--- src/rtl/v4m_pkg.sv ---
package v4m_pkg;

    localparam int FRAC_BITS  = 16;
    localparam int EW         = 32;
    localparam int NUM_PAIRS  = 8;
    localparam int CFG_IDX_W  = 4;
    localparam int NUM_BITS   = EW + FRAC_BITS;
    localparam int SQRT_STEPS = EW;
    localparam int DIV_STEPS  = NUM_BITS;
    localparam int CHAIN_N    = SQRT_STEPS + DIV_STEPS + 2;
    localparam int IN_W       = 264;
    localparam int OUT_W      = 168;
    localparam int SAT_W      = 2 * EW + 4;

    localparam logic [3:0] OP_ADD   = 4'd0;
    localparam logic [3:0] OP_SUB   = 4'd1;
    localparam logic [3:0] OP_MUL   = 4'd2;
    localparam logic [3:0] OP_DIV   = 4'd3;
    localparam logic [3:0] OP_NEG   = 4'd4;
    localparam logic [3:0] OP_DOT   = 4'd5;
    localparam logic [3:0] OP_LEN   = 4'd6;
    localparam logic [3:0] OP_NORM  = 4'd7;
    localparam logic [3:0] OP_DIST  = 4'd8;
    localparam logic [3:0] OP_XFORM = 4'd9;
    localparam logic [3:0] OP_EQ    = 4'd10;
    localparam logic [3:0] OP_NE    = 4'd11;

    localparam logic [1:0] ST_OK   = 2'd0;
    localparam logic [1:0] ST_DIVZ = 2'd1;
    localparam logic [1:0] ST_SAT  = 2'd2;

    localparam logic [NUM_PAIRS-1:0][63:0] MAT_RESET = {
        64'h0001_0000_0000_0000,
        64'h0000_0000_0000_0000,
        64'h0001_0000_0000_0000,
        64'h0000_0000_0001_0000,
        64'h0000_0000_0000_0000,
        64'h0001_0000_0000_0000,
        64'h0000_0000_0000_0000,
        64'h0000_0001_0000_0000
    };

    typedef struct packed {
        logic [3:0]           op;
        logic                 need_len;
        logic                 need_div;
        logic [3:0][EW-1:0]   a;
        logic [3:0][EW-1:0]   b;
        logic [3:0][EW:0]     diff;
        logic                 eq;
    } item_t;

endpackage

--- src/rtl/v4m_queue.sv ---
module v4m_queue
    import v4m_pkg::*;
(
    input  logic  clk,
    input  logic  rst_n,
    input  logic  wr_valid,
    output logic  wr_ready,
    input  item_t wr_data,
    output logic  rd_valid,
    input  logic  rd_ready,
    output item_t rd_data
);

    item_t      mem_reg [2];
    logic       wr_ptr_reg;
    logic       rd_ptr_reg;
    logic [1:0] cnt_reg;
    logic [1:0] cnt_next;
    logic       do_wr;
    logic       do_rd;

    assign wr_ready = (cnt_reg != 2'd2);
    assign rd_valid = (cnt_reg != 2'd0);
    assign rd_data  = mem_reg[rd_ptr_reg];
    assign do_wr    = wr_valid && wr_ready;
    assign do_rd    = rd_valid && rd_ready;

    always_comb
    begin
        cnt_next = cnt_reg;
        if (do_wr && !do_rd)
        begin
            cnt_next = cnt_reg + 2'd1;
        end
        else if (do_rd && !do_wr)
        begin
            cnt_next = cnt_reg - 2'd1;
        end
    end

    always_ff @(posedge clk or negedge rst_n)
    begin
        if (!rst_n)
        begin
            wr_ptr_reg <= 1'b0;
            rd_ptr_reg <= 1'b0;
            cnt_reg    <= 2'd0;
        end
        else
        begin
            cnt_reg <= cnt_next;
            if (do_wr)
            begin
                wr_ptr_reg <= ~wr_ptr_reg;
            end
            if (do_rd)
            begin
                rd_ptr_reg <= ~rd_ptr_reg;
            end
        end
    end

    always_ff @(posedge clk)
    begin
        if (do_wr)
        begin
            mem_reg[wr_ptr_reg] <= wr_data;
        end
    end

endmodule

--- config.mk ---
export PLATFORM = sky130hd
export DESIGN_NAME = v4m_queue
export DESIGN_NICKNAME = d
export VERILOG_FILES = /design/src/rtl/v4m_pkg.sv /design/src/rtl/v4m_queue.sv
export SDC_FILE = /design/constraint.sdc
export NUM_CORES = 1
export LEC_CHECK = 0
export BUFFER_PORTS_ARGS = -buffer_cell sky130_fd_sc_hd__buf_2
export CAP_MARGIN = 40
export CORE_AREA = 2 2 314 316
export CTS_BUF_LIST = sky130_fd_sc_hd__clkbuf_4 sky130_fd_sc_hd__clkbuf_8
export DETAILED_ROUTE_END_ITERATION = 16
export DIE_AREA = 0 0 316 318
export PLACE_DENSITY = 0.61
export SLEW_MARGIN = 20
export SYNTH_ARGS = -nofsm -noshare
export SYNTH_HDL_FRONTEND = slang
export SYNTH_SLANG_ARGS = --single-unit
--- constraint.sdc ---
create_clock -name clk -period 24.7 [get_ports clk]
set_input_delay 1.235 -clock clk [delete_from_list [all_inputs] [get_ports clk]]
set_output_delay 1.235 -clock clk [all_outputs]
set_load 0.01 [all_outputs]
==> results of run 1 <==
[final timing paths]
kind,startpoint,to,slack (ps),cells after the start
worst max-delay path,rd_ptr_reg,rd_data[339],19610,5
worst min-delay path,rst_n,wr_ptr_reg,250,1
worst max register to register,cnt_reg[0],mem_reg[1][97],20880,8
worst min register to register,cnt_reg[1],cnt_reg[1],500,1
max in group asynchronous,rst_n,rd_ptr_reg,24290,1
min in group clk,cnt_reg[1],cnt_reg[1],500,1
[through the flow]
stage / util / cell area (um2) / setup slack (ps) / std cells
after floorplan: - / 28800 / 5870 / 1247
after CTS: 0.377 / 36700 / 19380 / 3537
after detailed placement: 0.352 / 34300 / 19890 / 3305
after global placement: 0.350 / 34100 / 19520 / 3299
final: 0.379 / 36900 / 19610 / 3560
after global routing: 0.379 / 36900 / 19430 / 3558
[Yosys cell counts, drive strengths merged]
cell | instances | share of area
and3 | 1 | 0.00022
buf | 44 | 0.016
dfrtp | 4 | 0.0035
edfxtp | 790 | 0.82
ha | 1 | 0.00043
inv | 1 | 0.00013
mux2 | 395 | 0.15
nand2 | 2 | 0.00026
nand2b | 1 | 0.00022
nor2 | 2 | 0.00026
or2 | 1 | 0.00022
xnor2 | 3 | 0.00091
xor2 | 2 | 0.00061
[layer usage]
layer	part of all wire	global-route usage	routed length, um
met1	0.34	0.124	22900
met2	0.53	0.224	35200
met3	0.092	0.0542	6140
met4	0.035	0.0675	2330
met5	0.0018	0	117
[cells by family after synthesis]
logic type,Yosys count,synth area share
buffers and inverters,45,0.0162
adder cells (fa/ha/maj),1,0.000434
multiplexers,395,0.154
XOR/XNOR,5,0.00152
flip-flops,794,0.826
AND/OR/NAND/NOR,7,0.00117
[area by class of cell]
cell class                 instances  area (um2)
antenna                           19        47.5
clock buffer                     167        2090
clock inverter                    65         383
fill                            9041       60500
inverter                           1        3.75
multi-input combinational        408        4550
sequential                       794       23800
tap                             1287        1610
timing repair buffer             819        4380
[report_power, final]
| group | internal [uW] | leakage [uW] | switching, uW |
|---|---|---|---|
| clock | 577 | 0.00130 | 506 |
| sequential | 1840 | 0.00738 | 72.9 |
| combinational | 570 | 0.00492 | 721 |
| total | 2990 | 0.0136 | 1300 |
[critical path, delay by kind of cell (launching register included)]
family	cells	cell delay (ps)
buf+inv	4	1300
flops	1	820
mux	1	400
==> impl_metrics.py, run 1 <==
metrics = {
    "setup_path": {
        "critPathMaxStageDelay_ps": 820,
        "critPathSlowestCell": "dfrtp_4",
        "cp_max_fo": 158,
        "crit_type": "register to output port",
        "endpoint_kind": "output port",
        "crit_arrival_ps": 3860,
        "worstPathRequired_ps": 23470,
        "worst_setup_path_start_kind": "register",
        "crit_path_cell_trace": "buf_12 > buf_4 > buf_16 > mux2_2 > buf_2",
    },
    "power": {
        "power_leakage_uw": 0.0136,
        "irDropWorstVdd_mv": 0.0860,
        "powerDensity_mw_per_mm2": 116,
        "power.total_uw": 4290,
    },
    "global_routing": {
        "grt_pass1_wl_um": 95500,
        "grt_pass1_vias": 16300,
        "grt_usage": 0.127,
        "antenna_found_initial": 28,
        "grt_overflow": 0,
        "grt_max_degree": 159,
    },
    "routing": {
        "vias_per_cell": 4.28,
        "drtPass1Iterations": 7,
        "dr_total_vias": 15200,
        "drc_errors": 0,
        "routed_wl_um": 66800,
        "ant_nets": 0,
        "drt-initial-drc-count": 787,
        "wl_per_cell_um": 18.8,
    },
    "clock_tree": {
        "root_buffer": "clkbuf_8",
        "clk_latency_ps": 780,
        "cts_made_buffers": 131,
        "post-cts-setup-buffers": 0,
        "hold_buffers": 0,
        "postCtsResizedCells": 0,
        "path_clk_slew_ps": 60,
        "clk_path_buf_depth": 3,
        "cts.sinks": 794,
        "cts.htree.levels": 4,
        "cts_tree": "done",
    },
    "placement": {
        "port_buffers": 795,
        "dp_hpwl_um": 46400,
        "gp_congestion": 0.800,
    },
    "layout": {
        "layout_common_cells": "buf_2, edfxtp_1, mux2_2",
        "synthToLayoutAreaGrowth_pct": 27.9,
        "final_common_cell": "buf_2",
        "nets": 2555,
        "largest_reg_flops": 790,
        "drive_above_1_share": 0.628,
    },
    "timing": {
        "finalSetupViolCount": 0,
        "fin_worst_skew_ps": 30.6,
        "final_hold_viol_count": 0,
        "timing.slew.headroom": 0.168,
        "max_clock_freq_ghz": 0.196,
        "finalCritPeriodShare": 0.206,
        "fin_setup_tns_ps": 0,
        "finalCriticalPeriod_ps": 5090,
        "rsz0062_at_grt": "false",
        "worst_pin_slew_ps": 1250,
        "hold-worst-slack_ps": 250,
        "slew_viol_final": 0,
    },
    "floorplanning": {
        "pin_count": 796,
        "die_h_um": 318,
        "core_area_mm2": 0.0974,
        "die_x_um": 316,
        "start_util": 0.296,
        "rows": 115,
        "dieArea_mm2": 0.100,
    },
    "run_status": {
        "status": "complete, no violations",
    },
    "yosys": {
        "yosysWarnings": 0,
        "ys_seq_area_frac": 0.826,
        "synth_cell_types": 14,
        "ys_ff_latch": 794,
        "syn-num-nets": 1647,
        "syn-instance-count": 1247,
        "avgSynthCellArea_um2": 23.1,
        "syn_area_mm2": 0.0288,
    },
    "job": {
        "max-cap-violations": 0,
    },
    "hold_path": {
        "hp-class": "primary input to async pin",
    },
}
Power figures use the tool's default switching activity.
==> inputs of run 2 (changes only) <==
--- a/config.mk
+++ b/config.mk
@@ -5,13 +5,14 @@
 export SDC_FILE = /design/constraint.sdc
 export NUM_CORES = 1
 export LEC_CHECK = 0
+export ABC_AREA = 1
 export BUFFER_PORTS_ARGS = -buffer_cell sky130_fd_sc_hd__buf_2
 export CAP_MARGIN = 40
-export CORE_AREA = 2 2 314 316
+export CORE_AREA = 2 2 306 308
 export CTS_BUF_LIST = sky130_fd_sc_hd__clkbuf_4 sky130_fd_sc_hd__clkbuf_8
 export DETAILED_ROUTE_END_ITERATION = 16
-export DIE_AREA = 0 0 316 318
-export PLACE_DENSITY = 0.61
+export DIE_AREA = 0 0 308 310
+export PLACE_DENSITY = 0.64
 export SLEW_MARGIN = 20
 export SYNTH_ARGS = -nofsm -noshare
 export SYNTH_HDL_FRONTEND = slang
==> constraint.sdc (replaced) <==
create_clock -name clk -period 5.3 [get_ports clk]
set_input_delay 0.265 -clock clk [delete_from_list [all_inputs] [get_ports clk]]
set_output_delay 0.265 -clock clk [all_outputs]
set_load 0.01 [all_outputs]
==> impl_metrics.py, run 2 <==
metrics = {
    "run_status": {
        "status": "complete, no violations",
    },
    "clock_tree": {
        "cts_tree": "done",
        "cts_made_buffers": 133,
        "cts.sinks": 794,
        "clk_latency_ps": 790,
        "hold_buffers": 399,
        "postCtsResizedCells": 0,
        "path_clk_slew_ps": 60,
        "clk_path_buf_depth": 3,
        "root_buffer": "clkbuf_8",
        "post-cts-setup-buffers": 0,
        "cts.htree.levels": 4,
    },
    "timing": {
        "finalCriticalPeriod_ps": 3860,
        "worst_pin_slew_ps": 1060,
        "slew_viol_final": 0,
        "hold-worst-slack_ps": 193,
        "finalSetupViolCount": 0,
        "rsz0062_at_grt": "false",
        "final_hold_viol_count": 0,
        "setup_slack_ps": 1440,
        "fin_worst_skew_ps": 45.7,
        "finalCritPeriodShare": 0.728,
        "fin_setup_tns_ps": 0,
        "timing.slew.headroom": 0.295,
        "max_clock_freq_ghz": 0.259,
    },
    "power": {
        "intPower_uw": 13600,
        "comb_power_share": 0.332,
        "powerDensity_mw_per_mm2": 517,
        "power_switching_share": 0.355,
        "clockPowerShare": 0.243,
        "seqPwrFrac": 0.425,
        "p_switching_uw": 7480,
        "irDropWorstVdd_mv": 0.363,
        "power_leakage_uw": 0.0173,
    },
    "setup_path": {
        "cp_max_fo": 164,
        "worst_setup_path_start_kind": "register",
        "setup.worst_path.end": "rd_data[288]",
        "ff2ff_path_depth": 6,
        "r2r_setup_slack_ps": 2810,
        "rr_endpoint": "mem_reg[1][149]",
        "crit_arrival_ps": 3590,
        "startpoint": "rd_ptr_reg",
        "worstPathRequired_ps": 5040,
        "worstReg2RegStart": "cnt_reg[0]",
        "crit_type": "register to output port",
        "endpoint_kind": "output port",
    },
    "yosys": {
        "avgSynthCellArea_um2": 13.9,
        "yosys-top-cells-count": "nand2_1, edfxtp_1, buf_2",
        "syn-instance-count": 2091,
        "syn-num-nets": 2491,
        "synth-main-ff-cell": "edfxtp_1",
        "netlist_top_cells_area": "edfxtp_1, nand2_1, buf_6",
        "yosysWarnings": 0,
        "syn_area_mm2": 0.0291,
        "synth_async_sr_flop_share": 0.00504,
        "ys_ff_latch": 794,
        "synth_edf_count": 790,
        "yosys.area.top_type": "edfxtp_1",
        "synth_top_area_frac": 0.816,
        "ys_seq_area_frac": 0.819,
        "synth_cell_types": 15,
        "yosysMostFrequentCell": "nand2_1",
    },
    "layout": {
        "multi_input_area_mm2": 0.00457,
        "largest_reg_flops": 790,
        "num-fill-cells": 8243,
        "finalCoreUtilization": 0.440,
        "finalNonFillerCells": 4647,
        "ff_latch_area_mm2": 0.0238,
        "final_common_cell": "nand2_1",
        "layout_common_cells": "nand2_1, buf_2, edfxtp_1",
        "synthToLayoutAreaGrowth_pct": 40.1,
        "nets": 3763,
        "drive_above_1_share": 0.297,
    },
    "routing": {
        "drtPass1Iterations": 5,
        "met1_length_um": 28500,
        "highest_layer": "met5",
        "dr_total_vias": 20300,
        "drc_errors": 0,
        "met2_wirelength_um": 40300,
        "drt-initial-drc-count": 1471,
        "wl_per_cell_um": 16.9,
        "ant_nets": 0,
        "vias_per_cell": 4.37,
        "routed_wl_um": 78400,
        "wl_met3_um": 6100,
    },
    "global_routing": {
        "grt_overflow": 0,
        "grt_pass1_vias": 20700,
        "grt_max_degree": 165,
        "grt_pass1_wl_um": 114000,
        "grt_usage": 0.157,
        "antenna_found_initial": 6,
    },
    "hold_path": {
        "hp-class": "primary input to register",
    },
    "job": {
        "max-cap-violations": 0,
    },
    "placement": {
        "gp_congestion": 0.794,
        "dp_hpwl_um": 49800,
        "pre_cts_ws_ps": 2320,
        "port_buffers": 795,
        "dp.cells": 4026,
    },
    "floorplanning": {
        "die_x_um": 308,
        "dieArea_mm2": 0.0955,
        "pin_count": 796,
        "rows": 112,
        "start_util": 0.314,
        "core_area_mm2": 0.0925,
        "die_h_um": 310,
    },
}
run 2: per-layer routing:
metal / GRT usage / vias to the layer above
met5: 0 / -
met4: 0.0850 / 2
met3: 0.0527 / 205
met2: 0.273 / 823
met1: 0.167 / 9651
li1: - / 9636
run 2: kinds of logic after synthesis:
| kind of cell | synth area share |
|---|---|
| flip-flops | 0.819 |
| adder cells (fa/ha/maj) | 0.000430 |
| AND/OR/NAND/NOR | 0.155 |
| buffers and inverters | 0.0244 |
| XOR/XNOR | 0.000603 |
run 2: layout make-up:
cell class | instances | area share
antenna | 4 | 0.000246
clock buffer | 172 | 0.0527
clock inverter | 46 | 0.00749
inverter | 7 | 0.000952
multi-input combinational | 1203 | 0.112
sequential | 794 | 0.585
tap | 1197 | 0.0368
timing repair buffer | 1224 | 0.205
run 2: how the worst min path moves through the flow:
stage / start / to / slack, ps / depth (start not counted)
detailed placement: rst_n / wr_ptr_reg / 80 / 1
global route: wr_data[364] / mem_reg[0][364] / 110 / 2
global placement: rst_n / wr_ptr_reg / 80 / 1
CTS: wr_data[54] / mem_reg[1][54] / 90 / 2
finish: wr_data[54] / mem_reg[1][54] / 190 / 2
floorplan: rst_n / cnt_reg[0] / -30 / 0
run 2: critical path: stages (launching register included):
cell and delay, ps:
dfrtp_4 900, clkinv_8 650, buf_12 530, nand2_1 120, nand2_1 80, buf_2 150
run 2: metrics by stage:
step | cell area [um2] | total power (uW)
2_1_floorplan | 29100 | 13200
6_report | 40700 | 21100
3_5_place_dp | 34300 | 15900
4_1_cts | 40700 | 21300
3_3_place_gp | 34300 | 15800
5_1_grt | 40700 | 22300
run 2: power groups by stage:
stage	clock network (uW)	logic [uW]	registers (uW)
4_1_cts	5270	7060	8960
3_5_place_dp	0	6790	9080
2_1_floorplan	0	3930	9250
3_3_place_gp	0	6740	9030
6_report	5120	7010	8950
5_1_grt	5540	7680	9070
