===== src/rtl/v4m_pkg.sv =====
package v4m_pkg;

    localparam int FRAC_BITS  = 16;
    localparam int EW         = 32;
    localparam int NUM_PAIRS  = 8;
    localparam int CFG_IDX_W  = 4;
    localparam int NUM_BITS   = EW + FRAC_BITS;
    localparam int SQRT_STEPS = EW;
    localparam int DIV_STEPS  = NUM_BITS;
    localparam int CHAIN_N    = SQRT_STEPS + DIV_STEPS + 2;
    localparam int IN_W       = 264;
    localparam int OUT_W      = 168;
    localparam int SAT_W      = 2 * EW + 4;

    localparam logic [3:0] OP_ADD   = 4'd0;
    localparam logic [3:0] OP_SUB   = 4'd1;
    localparam logic [3:0] OP_MUL   = 4'd2;
    localparam logic [3:0] OP_DIV   = 4'd3;
    localparam logic [3:0] OP_NEG   = 4'd4;
    localparam logic [3:0] OP_DOT   = 4'd5;
    localparam logic [3:0] OP_LEN   = 4'd6;
    localparam logic [3:0] OP_NORM  = 4'd7;
    localparam logic [3:0] OP_DIST  = 4'd8;
    localparam logic [3:0] OP_XFORM = 4'd9;
    localparam logic [3:0] OP_EQ    = 4'd10;
    localparam logic [3:0] OP_NE    = 4'd11;

    localparam logic [1:0] ST_OK   = 2'd0;
    localparam logic [1:0] ST_DIVZ = 2'd1;
    localparam logic [1:0] ST_SAT  = 2'd2;

    localparam logic [NUM_PAIRS-1:0][63:0] MAT_RESET = {
        64'h0001_0000_0000_0000,
        64'h0000_0000_0000_0000,
        64'h0001_0000_0000_0000,
        64'h0000_0000_0001_0000,
        64'h0000_0000_0000_0000,
        64'h0001_0000_0000_0000,
        64'h0000_0000_0000_0000,
        64'h0000_0001_0000_0000
    };

    typedef struct packed {
        logic [3:0]           op;
        logic                 need_len;
        logic                 need_div;
        logic [3:0][EW-1:0]   a;
        logic [3:0][EW-1:0]   b;
        logic [3:0][EW:0]     diff;
        logic                 eq;
    } item_t;

endpackage


===== src/rtl/v4m_front.sv =====
module v4m_front
    import v4m_pkg::*;
(
    input  logic            s_tvalid,
    output logic            s_tready,
    input  logic [IN_W-1:0] s_tdata,
    output logic            push,
    input  logic            push_ready,
    output item_t           item
);

    logic [3:0] op;

    assign op       = s_tdata[3:0];
    assign push     = s_tvalid;
    assign s_tready = push_ready;

    always_comb
    begin
        item.op       = op;
        item.need_len = (op == OP_LEN) || (op == OP_NORM) || (op == OP_DIST);
        item.need_div = (op == OP_DIV) || (op == OP_NORM);
        item.eq       = 1'b1;
        for (int i = 0; i < 4; i++)
        begin
            item.a[i]    = s_tdata[4 + EW * i +: EW];
            item.b[i]    = s_tdata[4 + EW * (4 + i) +: EW];
            item.diff[i] = (EW + 1)'($signed(item.a[i])) - (EW + 1)'($signed(item.b[i]));
            if (item.a[i] != item.b[i])
            begin
                item.eq = 1'b0;
            end
        end
    end

endmodule


===== config.mk =====
export PLATFORM = sky130hd
export DESIGN_NAME = v4m_front
export DESIGN_NICKNAME = d
export VERILOG_FILES = /design/src/rtl/v4m_pkg.sv /design/src/rtl/v4m_front.sv
export SDC_FILE = /design/constraint.sdc
export NUM_CORES = 1
export LEC_CHECK = 0
export BUFFER_PORTS_ARGS = -buffer_cell sky130_fd_sc_hd__buf_2
export CORE_AREA = 2 2 256 258
export DETAILED_ROUTE_END_ITERATION = 10
export DIE_AREA = 0 0 258 260
export GPL_TIMING_DRIVEN = 1
export PLACE_DENSITY = 0.39
export SLEW_MARGIN = 20
export SYNTH_ARGS = -nofsm -noshare
export SYNTH_HDL_FRONTEND = slang
export SYNTH_SLANG_ARGS = --single-unit

===== constraint.sdc =====
create_clock -name vclk -period 2.66
set_input_delay 0.133 -clock vclk [all_inputs]
set_output_delay 0.133 -clock vclk [all_outputs]
set_load 0.01 [all_outputs]

==> flow_summary.ini, run 1 <==
[synth]
synth-adder-area-share = 0.180
postSynthAreaPerCell_um2 = 6.71
synth-warning-count = 0
ys_types = 72
synth_seq_area_share = 0
syn_area_mm2 = 0.00936
yosysTopAreaCell = buf_4
muxShareOfSynthArea = 0.00334
synthXorXnorAreaFrac = 0.0889
synth_area_leaders = buf_4 21%, ha_1 17%, inv_1 7.1%
synth_top_family_by_area = buffers and inverters
synth.net_count = 1794
synth_top_area_frac = 0.210
synth_cells = 1396
synth_compound_area_frac = 0.254
synthSimpleGateAreaFrac = 0.186

[min_path]
whs_path_depth = 0
holdCritStartpoint = push_ready
hp-class = input pin to output pin
whs_endpoint = s_tready

[layout]
drive_gt1_frac = 0.520
seq_area_um2 = 0
seq_cells = 0
fin_nets = 2394
final_area_mm2 = 0.0145
n_fill_cell = 7282
finalNonFillerCells = 2852
syn2layout_area_growth_pct = 54.5
nClkBuffers = 0

[floorplanning]
dieArea_mm2 = 0.0671
die_w_um = 258
initial_utilization = 0.146
io_pins = 663
die_y_um = 260
core_mm2 = 0.0641
rows = 93

[route]
wl_um = 48100
routedWlPerCell_um = 16.9
vias = 11804
viasPerCell = 4.14
antenna_left = 0
first_iter_violations = 439
drcViolationCount = 0
drt_first_pass_iters = 5

[power_and_ir_drop]
max-vdd-ir-drop_v = 0.000124
netSwitchingPower_mw = 2.23
comb_power_share = 1.000
p_clk_frac = 0
seqPwrFrac = 0
p_int_mw = 1.85
powerDensity_mw_per_mm2 = 282
p_leak_nw = 7.76
p_total_mw = 4.08
swShare = 0.547

[critical_path]
cp_max_fo = 3
crit_type = input pin to output pin
worstSetupEndpointType = output pin
cp-start-kind = input pin
cp.arrival_ns = 2.66
cp.required_ns = 2.53

[timing]
worstMarginPinSlew_ns = 0.925
setup_slack_ns = -0.135
rsz0062_at_grt = yes
drv_slew = 0
fmax_mhz = 358
whs_ns = 0.266
min_period_over_period = 1.05
hold_violations = 0
setup_violations = 8
period_minus_slack_ns = 2.80
slew_headroom = 0.367
final.setup.tns_ns = -0.747

[status]
violations = setup timing
status = complete, but fails checks

[global_routing]
grt_pass1_vias = 11565
grt_pass1_wl_um = 68500
grt_usage = 0.131
grt_max_degree = 10
antenna_found_initial = 3
grt-ovfl-total = 0

[place]
post-place-cells = 2827
dpl_cell_area_mm2 = 0.0132
dp_hpwl_um = 43400
portBuffers = 655
gp_congestion = 0.895

[run]
maxCapViolCount = 0
-- how the worst max path moves through the flow --
| stage | slack, ns | startpoint | endpoint |
|---|---|---|---|
| floorplan | 0.02 | s_tdata[68] | item[99] |
| global placement | -0.60 | s_tdata[133] | item[30] |
| detailed placement | -0.61 | s_tdata[133] | item[30] |
| CTS | -0.14 | s_tdata[196] | item[97] |
| global route | -0.23 | s_tdata[68] | item[85] |
| finish | -0.14 | s_tdata[68] | item[97] |
-- power by group through the flow --
stage / logic [mW] / clock network [mW] / registers (mW)
after CTS: 3.97 / 0 / 0
after detailed placement: 3.76 / 0 / 0
final: 4.08 / 0.000000133 / 0
after global placement: 3.76 / 0 / 0
after floorplan: 2.15 / 0 / 0
after global routing: 4.45 / 0.000000100 / 0
-- synthesized netlist by cell type, drive strengths merged (5+ instances only) --
cell type / instances
buf: 262
o211ai: 10
a21boi: 5
nor3: 17
xnor2: 61
inv: 177
o311ai: 6
o21ai: 72
and3: 19
o21bai: 9
o2111ai: 5
a221oi: 8
and4: 5
nor4: 8
clkbuf: 19
a211oi: 9
nor2: 99
o31ai: 12
nor2b: 17
a211o: 5
nand4: 14
nand3: 38
nand2: 85
nand2b: 11
o31a: 7
o21a: 23
a21o: 46
or3: 11
ha: 128
xor2: 34
a31oi: 17
a21oi: 93
-- cell families after synthesis --
family                   count (synthesis)
AO/OA/AOI/OAI                          355
multiplexers                             3
adder cells (fa/ha/maj)                132
XOR/XNOR                                95
AND/OR/NAND/NOR                        353
buffers and inverters                  458
-- placed cells by master, fill, tap and decap left out, types with 6 or more instances in the layout --
cell type	count
a21o_1	46
a21oi_1	80
a21oi_2	12
a31oi_1	12
and3_1	17
buf_2	637
buf_4	218
buf_6	18
ha_1	107
ha_4	18
inv_1	163
inv_2	10
nand2_1	82
nand2b_1	11
nand3_1	35
nand4_1	14
nor2_1	92
nor2_2	6
nor2b_1	10
nor3_1	14
o211ai_1	9
o21a_1	20
o21ai_0	49
o21ai_1	13
o21ai_2	8
o21bai_1	9
o31a_1	6
or3_1	8
xnor2_1	57
xor2_1	33
-- area by class of cell --
type,instances,area (um^2),area share
Inverter,177,679,0.0470
Tap cell,855,1070,0.0739
Antenna cell,3,7.51,0.000519
Timing Repair Buffer,878,5100,0.353
Multi-Input combinational cell,939,7610,0.526
-- metal layers --
metal / wire length [um] / vias to the layer above / track usage
met5: 0 / - / 0
met4: 1240 / 0 / 0.0352
met3: 2560 / 50 / 0.0137
met2: 24000 / 448 / 0.240
met1: 20300 / 5506 / 0.160
li1: - / 5800 / -
-- stage by stage --
step           utilization  setup slack [ns]
6_report             0.226            -0.135
5_1_grt              0.226            -0.229
4_1_cts              0.217            -0.139
3_5_place_dp         0.206            -0.608
3_3_place_gp         0.206            -0.596
2_1_floorplan            -            0.0220
-- worst max-delay path, stage by stage --
cell and delay (ns):
buf_8 0.08, inv_4 0.03, ha_4 0.15, fa_2 0.37, nor2b_4 0.13, o31a_4 0.14
a221oi_4 0.07, a211oi_2 0.33, a31oi_2 0.16, o41a_1 0.39, o21a_4 0.24, o311ai_4 0.28
buf_6 0.16
-- timing repair --
action | CTS | global route
endpoints found under the setup margin | 72 | 62
cloned | 1 | 0
hold buffers | 0 | 0
resized for setup | 139 | 104
pin swaps | 77 | 95
setup buffers | 11 | 16
No activity file was read; power rests on OpenSTA's default activity.
==> inputs of run 2 (changes only) <==
--- a/config.mk
+++ b/config.mk
@@ -8,7 +8,7 @@
 export BUFFER_PORTS_ARGS = -buffer_cell sky130_fd_sc_hd__buf_2
-export CORE_AREA = 2 2 256 258
+export CORE_AREA = 2 2 259 261
 export DETAILED_ROUTE_END_ITERATION = 10
-export DIE_AREA = 0 0 258 260
+export DIE_AREA = 0 0 261 263
 export GPL_TIMING_DRIVEN = 1
-export PLACE_DENSITY = 0.39
+export PLACE_DENSITY = 0.37
 export SLEW_MARGIN = 20
==> constraint.sdc (replaced) <==
create_clock -name vclk -period 3
set_input_delay 0.15 -clock vclk [all_inputs]
set_output_delay 0.15 -clock vclk [all_outputs]
set_load 0.005 [all_outputs]
==> flow_summary.ini, run 2 (synthesis gave the netlist of run 1 again) <==
[critical_path]
cp-start-kind = input pin
crit_type = input pin to output pin
path_cells = buf_2 > ha_1 > a21oi_1 > a21oi_1 > a211o_1 > a221o_1 > a21oi_2 > o31ai_2 > o21ai_0 > xnor2_1 > buf_4 > buf_2
worstSetupEndpointType = output pin
critPathMaxStageDelay_ns = 0.42
cp_slowest_cell = a221o_1
cp_max_fo = 5
critPathLaunch = s_tdata[75]
cp.required_ns = 2.85
cp.arrival_ns = 2.73

[route]
first_iter_violations = 431
wl_um = 46800
vias = 11185
antenna_left = 0
drcViolationCount = 0
routedWlPerCell_um = 17.3
viasPerCell = 4.13
drt_first_pass_iters = 5

[global_routing]
grt_pass1_vias = 11068
antenna_found_initial = 6
grt_usage = 0.126
grt_pass1_wl_um = 66700
grt-ovfl-total = 0
grt_max_degree = 12

[floorplanning]
core_mm2 = 0.0656
initial_utilization = 0.143
die_w_um = 261
rows = 94
die_y_um = 263
dieArea_mm2 = 0.0686
io_pins = 663

[layout]
nClkBuffers = 0
drive_gt1_frac = 0.422
seq_area_um2 = 0
syn2layout_area_growth_pct = 32.8
postLayoutCoreUtil = 0.190
fin_nets = 2242
finalNonFillerCells = 2710
final_common_cell = buf_2
seq_cells = 0
n_fill_cell = 7651
multi_input_area_mm2 = 0.00686
final_cell_mix = 654 x buf_2, 176 x inv_1, 125 x ha_1

[timing]
hold_violations = 0
fmax_mhz = 347
period_minus_slack_ns = 2.88
rsz0062_at_grt = yes
drv_slew = 0
worstMarginPinSlew_ns = 0.672
slew_headroom = 0.552
setup_violations = 0
min_period_over_period = 0.961

[run]
maxCapViolCount = 0

[status]
status = finished, final reports clean

[power_and_ir_drop]
max-vdd-ir-drop_v = 0.000103
comb_power_share = 1.000
seqPwrFrac = 0
p_leak_nw = 6.83
p_int_mw = 1.30
netSwitchingPower_mw = 1.62
swShare = 0.554
powerDensity_mw_per_mm2 = 235
p_clk_frac = 0
p_total_mw = 2.92

[min_path]
holdCritStartpoint = push_ready
hp-class = input pin to output pin

[place]
gp_congestion = 0.901
dp_hpwl_um = 42900
portBuffers = 655
post-place-cells = 2704
run 2: timing repair:
action                     in CTS  in global routing
pin swaps                       1                 11
hold buffers                    0                  0
setup endpoints to repair       5                 35
gates resized for setup         9                 37
hold endpoints to repair        0                  0
setup buffers                   0                  3
run 2: critical path, delay by kind of cell:
family,cells,cell delay (ns)
AOI/OAI and AO/OA,7,1.67
adders and majority gates,1,0.38
buffers and inverters,3,0.37
xor gates and xnor gates,1,0.16
run 2: power groups by stage:
stage / registers [mW] / clock network, mW / logic (mW)
global placement: 0 / 0 / 2.91
global route: 0 / 0.0000000891 / 3.24
CTS: 0 / 0 / 2.93
finish: 0 / 0.000000172 / 2.92
detailed placement: 0 / 0 / 2.90
floorplan: 0 / 0 / 1.67
run 2: final cells by class:
type                       instances  area share
antenna                            4    0.000805
multi-input combinational        938       0.552
tap                              864      0.0869
inverter                         177      0.0534
timing repair buffer             727       0.307
run 2: worst paths after layout:
kind / depth (start not counted) / to
max: 12 / item[98]
min: 0 / s_tready
run 2: per-stage QoR:
stage	TNS [ns]	setup slack, ns	hold slack, ns	area, um^2
final	0	0.116	0.300	12400
after global routing	-0.0296	-0.0117	0.300	12400
after CTS	0	0.0313	0.300	12200
after detailed placement	-0.434	-0.227	0.300	12200
after global placement	-0.241	-0.115	0.300	12200
after floorplan	0	0.348	0.381	9360
run 2: per-layer routing:
layer / track usage / wire length [um] / vias to the layer above
met5: 0 / 0 / -
met4: 0.0197 / 823 / 0
met3: 0.0107 / 2350 / 32
met2: 0.236 / 23600 / 423
met1: 0.156 / 20000 / 5251
li1: - / - / 5479
==> inputs of run 3 (changes only) <==
Settings changed: BUFFER_PORTS_ARGS -buffer_cell sky130_fd_sc_hd__buf_2 to unset, CORE_AREA 2 2 259 261 to 2 2 254 256, DIE_AREA 0 0 261 263 to 0 0 256 258, DONT_BUFFER_PORTS set to 1, PLACE_DENSITY 0.37 to 0.3.
Clock period 3 ns to 3.1 ns, I/O delays scaled along.
==> flow_summary.ini, run 3 (synthesis gave the netlist of run 1 again) <==
[critical_path]
cp.arrival_ns = 2.76
path_delay_family = compound AO/OA/AOI/OAI gates
critPathMaxStageDelay_ns = 0.43
cp_slowest_cell = a221o_1
cp.required_ns = 2.94
critPathBufInv = 2
cp_max_fo = 5
crit_type = input pin to output pin
cp-start-kind = input pin
worst_path_most_repeated_cell = a21oi_1
path_cells = inv_1 > ha_1 > a21oi_1 > a21oi_1 > a211o_1 > a221o_1 > a21oi_1 > o31ai_2 > o21ai_0 > xnor2_1 > buf_4
worstSetupEndpointType = output pin

[layout]
nClkBuffers = 0
final_cell_mix = 177 x inv_1, 128 x ha_1, 99 x nor2_1
postLayoutCoreUtil = 0.138
finalNonFillerCells = 2024
seq_area_um2 = 0
seq_cells = 0
syn2layout_area_growth_pct = -6.19
drive_gt1_frac = 0.0603
final_common_cell = inv_1
n_fill_cell = 7541
fin_nets = 1561

[timing]
slew_headroom = 0.579
whs_ns = 0.310
drv_slew = 0
hold_violations = 0
period_minus_slack_ns = 2.91
rsz0062_at_grt = no
worstMarginPinSlew_ns = 0.615
setup_violations = 0
min_period_over_period = 0.939
fmax_mhz = 343

[run]
maxCapViolCount = 0

[floorplanning]
core_mm2 = 0.0636
die_y_um = 258
die_w_um = 256
dieArea_mm2 = 0.0660
initial_utilization = 0.147
rows = 93
io_pins = 663

[power_and_ir_drop]
seqPwrFrac = 0
p_clk_frac = 0
p_total_mw = 1.97
p_int_mw = 0.758
netSwitchingPower_mw = 1.21
p_leak_nw = 4.10
powerDensity_mw_per_mm2 = 224
comb_power_share = 1.000
max-vdd-ir-drop_v = 0.0000778
swShare = 0.615

[route]
drt_first_pass_iters = 5
wl_um = 41200
antenna_left = 0
drcViolationCount = 0
first_iter_violations = 466
routedWlPerCell_um = 20.4
viasPerCell = 4.22
vias = 8536

[place]
post-place-cells = 2016
portBuffers = 0
dp_hpwl_um = 37600
gp_congestion = 0.845

[global_routing]
grt_pass1_wl_um = 58500
grt_max_degree = 12
grt_pass1_vias = 8632
grt_use_met3 = 0.0220
grt_util_met2 = 0.208
grt_busiest_layer = met2
met1_usage = 0.143
grt-ovfl-total = 0
antenna_found_initial = 11
grt_usage = 0.116

[clock_network]
post_cts_buffers = 0
ctsHoldBuffers = 0

[status]
status = finished, final reports clean

[min_path]
hp-class = input pin to output pin
## run 3: cell count changes in the layout (fill, tap and decap cells not counted), sizes merged
cell and delta:
diode +4, clkbuf -1, buf -680
## run 3: path summary, 6_finish.rpt
path / from / endpoint / depth (start not counted)
worst max-delay path: s_tdata[203] / item[98] / 11
worst min-delay path: s_tdata[4] / item[261] / 0
## run 3: power by group through the flow
stage / clock (mW) / combinational [mW] / sequential, mW
final: 0.000000346 / 1.97 / 0
after global routing: 0.000000346 / 2.20 / 0
after CTS: 0 / 2.01 / 0
after detailed placement: 0 / 1.99 / 0
after global placement: 0 / 2.00 / 0
after floorplan: 0 / 1.62 / 0
## run 3: stage by stage
step                      setup slack (ns)  area (um^2)  setup TNS [ns]
after floorplan                      0.438         9360               0
after global placement             -0.0467         8740         -0.0900
after detailed placement            -0.152         8740          -0.195
after CTS                           0.0269         8750               0
after global routing               0.00479         8780               0
final                                0.189         8780               0
## run 3: what timing repair did
item                                    CTS  global route
cloned                                    0             0
gates resized for setup                   2             4
endpoints found under the setup margin    3             5
endpoints found under the hold margin     0             0
## run 3: area by class of cell
cell class / count / area (um^2) / area share
Multi-Input combinational cell: 938 / 6690 / 0.761
Tap cell: 855 / 1070 / 0.122
Timing Repair Buffer: 46 / 345 / 0.0393
Antenna cell: 8 / 20.0 / 0.00228
Inverter: 177 / 664 / 0.0756
## run 3: routing by layer
layer / wire length [um] / part of all wire
met1: 17400 / 0.42
met4: 918 / 0.022
met3: 2580 / 0.063
met5: 27 / 0.00066
met2: 20300 / 0.49
